<file path="src/zdsa_ram.sv">
// generic single-write, single-read synchronous ram with registered read data
// no dependencies
`timescale 1ns / 1ps
`default_nettype none

module zdsa_ram #(
    parameter int WIDTH = 8,
    parameter int DEPTH = 16
) (
    input  logic                     i_clk,
    input  logic                     i_we,
    input  logic [$clog2(DEPTH)-1:0] i_waddr,
    input  logic [WIDTH-1:0]         i_wdata,
    input  logic                     i_re,
    input  logic [$clog2(DEPTH)-1:0] i_raddr,
    output logic [WIDTH-1:0]         o_rdata
);

    logic [WIDTH-1:0] r_mem [DEPTH];
    logic [WIDTH-1:0] r_rdata;

    always_ff @(posedge i_clk) begin
        if (i_we) begin
            r_mem[i_waddr] <= i_wdata;
        end
        if (i_re) begin
            r_rdata <= r_mem[i_raddr];
        end
    end

    assign o_rdata = r_rdata;

endmodule

`default_nettype wire

</file>
<file path="config.mk">
export PLATFORM = sky130hd
export DESIGN_NAME = zdsa_ram
export DESIGN_NICKNAME = d
export VERILOG_FILES = /design/src/zdsa_ram.sv
export SDC_FILE = /design/constraint.sdc
export NUM_CORES = 1
export LEC_CHECK = 0
export BUFFER_PORTS_ARGS = -buffer_cell sky130_fd_sc_hd__clkbuf_2
export CORE_AREA = 2 2 131 133
export DETAILED_ROUTE_END_ITERATION = 8
export DIE_AREA = 0 0 133 135
export PLACE_DENSITY = 0.48
export SETUP_SLACK_MARGIN = 0.05
export SKIP_LAST_GASP = 1
export SYNTH_ARGS = -nofsm -noshare
export SYNTH_HDL_FRONTEND = slang
export SYNTH_SLANG_ARGS = --single-unit
export TNS_END_PERCENT = 5
</file>
<file path="constraint.sdc">
create_clock -name i_clk -period 2 [get_ports i_clk]
set_input_delay 0.2 -clock i_clk [delete_from_list [all_inputs] [get_ports i_clk]]
set_output_delay 0.2 -clock i_clk [all_outputs]
set_load 0.02 [all_outputs]
</file>
Word level (Yosys, flattened, before mapping). Memory sizes are Yosys's and may differ from the RTL's. A register that Yosys moved wholly into a read port is not among the register bits. Index checks and enable logic that the tools add are counted.

Memory bits (writable): 128. Memories: 1. Input port bits: 19. Word-level logic and storage cells: 3. Flip-flop bits (word level): 0. Output and inout port bits: 8.

Multiplexer cells: 2.

Memory list: r_mem (words 16, bits a word 8, rd ports 1, clocked after memory_dff 1, write ports 1, RTL line 19) `logic [WIDTH-1:0] r_mem [DEPTH];`.

Operators by type and width (count): 1-bit two-way mux (2).

Depth between registers and ports, before layout.
Depth in word-level cells: 2. Gate-level depth with buffers: 5. Gate-level depth less buffers: 3.

Worst setup path after synthesis. Ideal clock, no wire load.

Kind: input -> register. Start: input i_waddr[2]. End: memory r_mem[0][0], enable pin. Stages on the path: 2. Setup slack: 307 ps. Path buffers: 0. Arrival time: 1310 ps. Setup time: 383 ps. Required time: 1617 ps. Path through: or3b_2 > nor3_1.

RTL lines: start, declared (RTL line 12) `input logic [$clog2(DEPTH)-1:0] i_waddr,`; end, declared (RTL line 19).

Straight into the memory's write port.

==> impl_results.md <==
- R2R Path End: o_rdata[1]
- Placed cells: about 490
- Buffer type at the clock tree root: clkbuf_16
- Mapped Nets: approximately 250
- Largest area contributor in the netlist: edfxtp_1
- Post-synth ARST share: 0%
- Routability congestion estimate: a little over 0.7
- Met1 wire length: 5.21 mm
- Worst R2R Path Depth: 3
- Num CTS Buffers: 17
- Pre-Repair DR Iteration Count: 4
- Drt total wl: ~11 mm
- NetSw: ~1300 uW
- I/O Pins: 27
- Synth Register Bits: 136
- Max-cap violations: 0
- Post-DP HPWL: roughly 7.3 mm
- DR WL met3: 404 um
- Die X-Extent: roughly 130 um
- Tmin final: 1.57 ns
- Detailed-route DRC error count: 0
- Hold crit path type: in2reg
- Yosys cell types: 18
- Die area: ~18000 um2
- Synth warn: 0
- Final setup vio count: 0
- Antenna-violating nets left: 0
- Net Sw Frac: about a fifth
- P_int: between 4000 and 5000 uW
- Maximum clock path buffer count: 2
- Core Footprint: 16400 um2
- Row count: 47
- Die Span Y: between 100 and 150 um
- Initial antenna violation count: 0
- Cells after Synth: between 200 and 250
- Htree depth: 4
- GRT overflow: 0
- Vias in the first global route: approximately 2600
- Worst-margin pin slew: 0.496 ns
- Top-count cell post-synth: edfxtp_1
- Starting Density: between 30% and 40%
- Comb power frac: 5.2%
- EDFF count, synth: roughly 140
- Iteration-0 DRC Markers: ~200
- DR vias/cell: 4.73
- Area growth from synthesis to final layout: 19.7%
- Peak supply drop: 0.000568 V
- Max Clk Rate: 638 MHz
- PostCTS Resize Cnt: 0
- DR WL/cell: between 20 and 25 um
- Worst Hold Path EP: o_rdata[1]
- Area share of the largest cell type after synthesis: between 70% and 80%
- Crit path launch: r_mem[4][1]
- Sequential share of power: about 53%
- Final Cycle Share: between 70% and 80%
- Post-CTS Setup Bufs: 0
- Clock power frac: a little over two fifths
- First-pass GRT wire length: around 16 mm
- Seq/Total Area, Yosys: around four fifths
- Routed vias: approximately 2500
- CP endpoint kind: flop
- Clk_lat worst skew: roughly 0.40 ns
- Clock Skew: 0.00679 ns
- RSZ-0062 raised after global routing: false
- Final Slew Violations: 0
- PortBufs: 26
- GRT Total Usage: a little over an eighth
- Nets: slightly above 300
- CTS tree: yes
- Ranking of synthesized cells by area: edfxtp_1 (78%), mux4_2 (7.8%), mux4_1 (7.0%), a22oi_1 (2.3%), nor2_1 (0.93%)
- CP arrival: roughly 1.7 ns
- # clock sinks: about 140
- Setup_tns: 0 ns
- Post-synthesis cell area: between 5000 and 6000 um2
- PD cells: about 980 nW/um2
- Setup crit start kind: flop
- Layout cells sized above 1: 32.1%
- Most used DFF post-synth: edfxtp_1
- # diodes: 0
- Status: completed
- Slew margin rel.: 66.8%
- Crit Path Max Fanout: 1
- Non-filler cells, final: ~520
- Synth top cells by count: edfxtp_1 (136), mux4_2 (18), a22oi_1 (16)
- Hold Path Cell Cnt: 1
- CTS Hold Buffers Added: 0
- Leakage Power: 0.00210 uW
- CP Class: reg2reg
- Met2 WL: around 5.3 mm
- Uppermost layer routed: met4
- Clock transition at path regs: roughly 0.060 ns
- Critical R2R Launch: r_mem[4][1]
- Largest net degree at the start of global routing: 22
- Flop2flop setup slack: approximately 0.43 ns
- Worst min-delay path startpoint: i_re
- Final hold violations: 0
- Required @ worst endpoint: 2.15 ns
- Synth Area per Inst: approximately 23 um2
registers in the layout, indices dropped and copies added, names as in the netlist:
register and count:
r_mem 128, o_rdata 8
worst max path at each step:
stage,to,slack [ns],cells past startpoint
final,o_rdata[1],0.43,3
after global routing,o_rdata[1],0.40,3
after CTS,o_rdata[1],0.42,3
after detailed placement,o_rdata[1],0.06,5
after global placement,o_rdata[1],0.1,5
after floorplan,r_mem[0][0],0.31,2
metrics by stage:
| step | util, % | power [uW] | setup slack [ns] | hold slack (ns) | instance area [um2] |
|---|---|---|---|---|---|
| 6_report | 38.1 | 6160 | 0.432 | 0.215 | 6260 |
| 3_5_place_dp | 35.1 | 3620 | 0.0633 | 0.638 | 5760 |
| 2_1_floorplan | - | 3460 | 0.307 | 0.299 | 5230 |
| 3_3_place_gp | 35.1 | 3620 | 0.0975 | 0.638 | 5760 |
| 5_1_grt | 38.1 | 6370 | 0.398 | 0.215 | 6260 |
| 4_1_cts | 38.1 | 6210 | 0.423 | 0.216 | 6260 |
critical path, cell delays in order, from the launching register on:
cell	delay (ns)
edfxtp_1	0.36
mux4_1	0.52
a22oi_1	0.34
nand2_1	0.09
layout by cell type, fill, tap and decap left out:
cell and n:
clkbuf_1 2, buf_12 3, or3b_2 1, clkinvlp_4 3, clkbuf_16 17, clkbuf_2 26
buf_4 21, a22oi_1 16, clkinv_2 7, and2b_1 1, edfxtp_1 136, mux4_2 18
nand3_1 1, nor3_1 4, nor2b_1 1, and2_1 1, mux4_1 14, nand2_1 9
nand3b_1 2, nand2b_1 2, nor2_1 13, clkinv_1 1
final cells by class:
class | instances | area, um2
Timing Repair Buffer | 50 | 348
Fill cell | 1470 | 10100
Clock buffer | 19 | 433
Clock inverter | 11 | 61.3
Tap cell | 220 | 275
Multi-Input combinational cell | 83 | 1060
Sequential cell | 136 | 4080
layer usage:
layer / vias up / track usage [%]
met5: - / 0
met4: 0 / 5.73
met3: 14 / 2.78
met2: 66 / 19.9
met1: 1278 / 18.2
li1: 1097 / -
cell families (layout without fill, tap and decap cells):
family          after synthesis  count (layout)  synth area share, %
compound gates               16              16                 2.30
flops                       136             136                 78.1
mux                          32              32                 14.8
simple gates                 35              35                 3.14
buf+inv                      10              80                 1.65
power by group through the flow:
stage / combinational [uW] / clock, uW / sequential (uW)
finish: 322 / 2600 / 3230
global route: 350 / 2790 / 3240
CTS: 329 / 2650 / 3230
detailed placement: 329 / 0 / 3290
global placement: 325 / 0 / 3290
floorplan: 162 / 0 / 3300
Note: power is estimated with default switching activity, not from simulation.
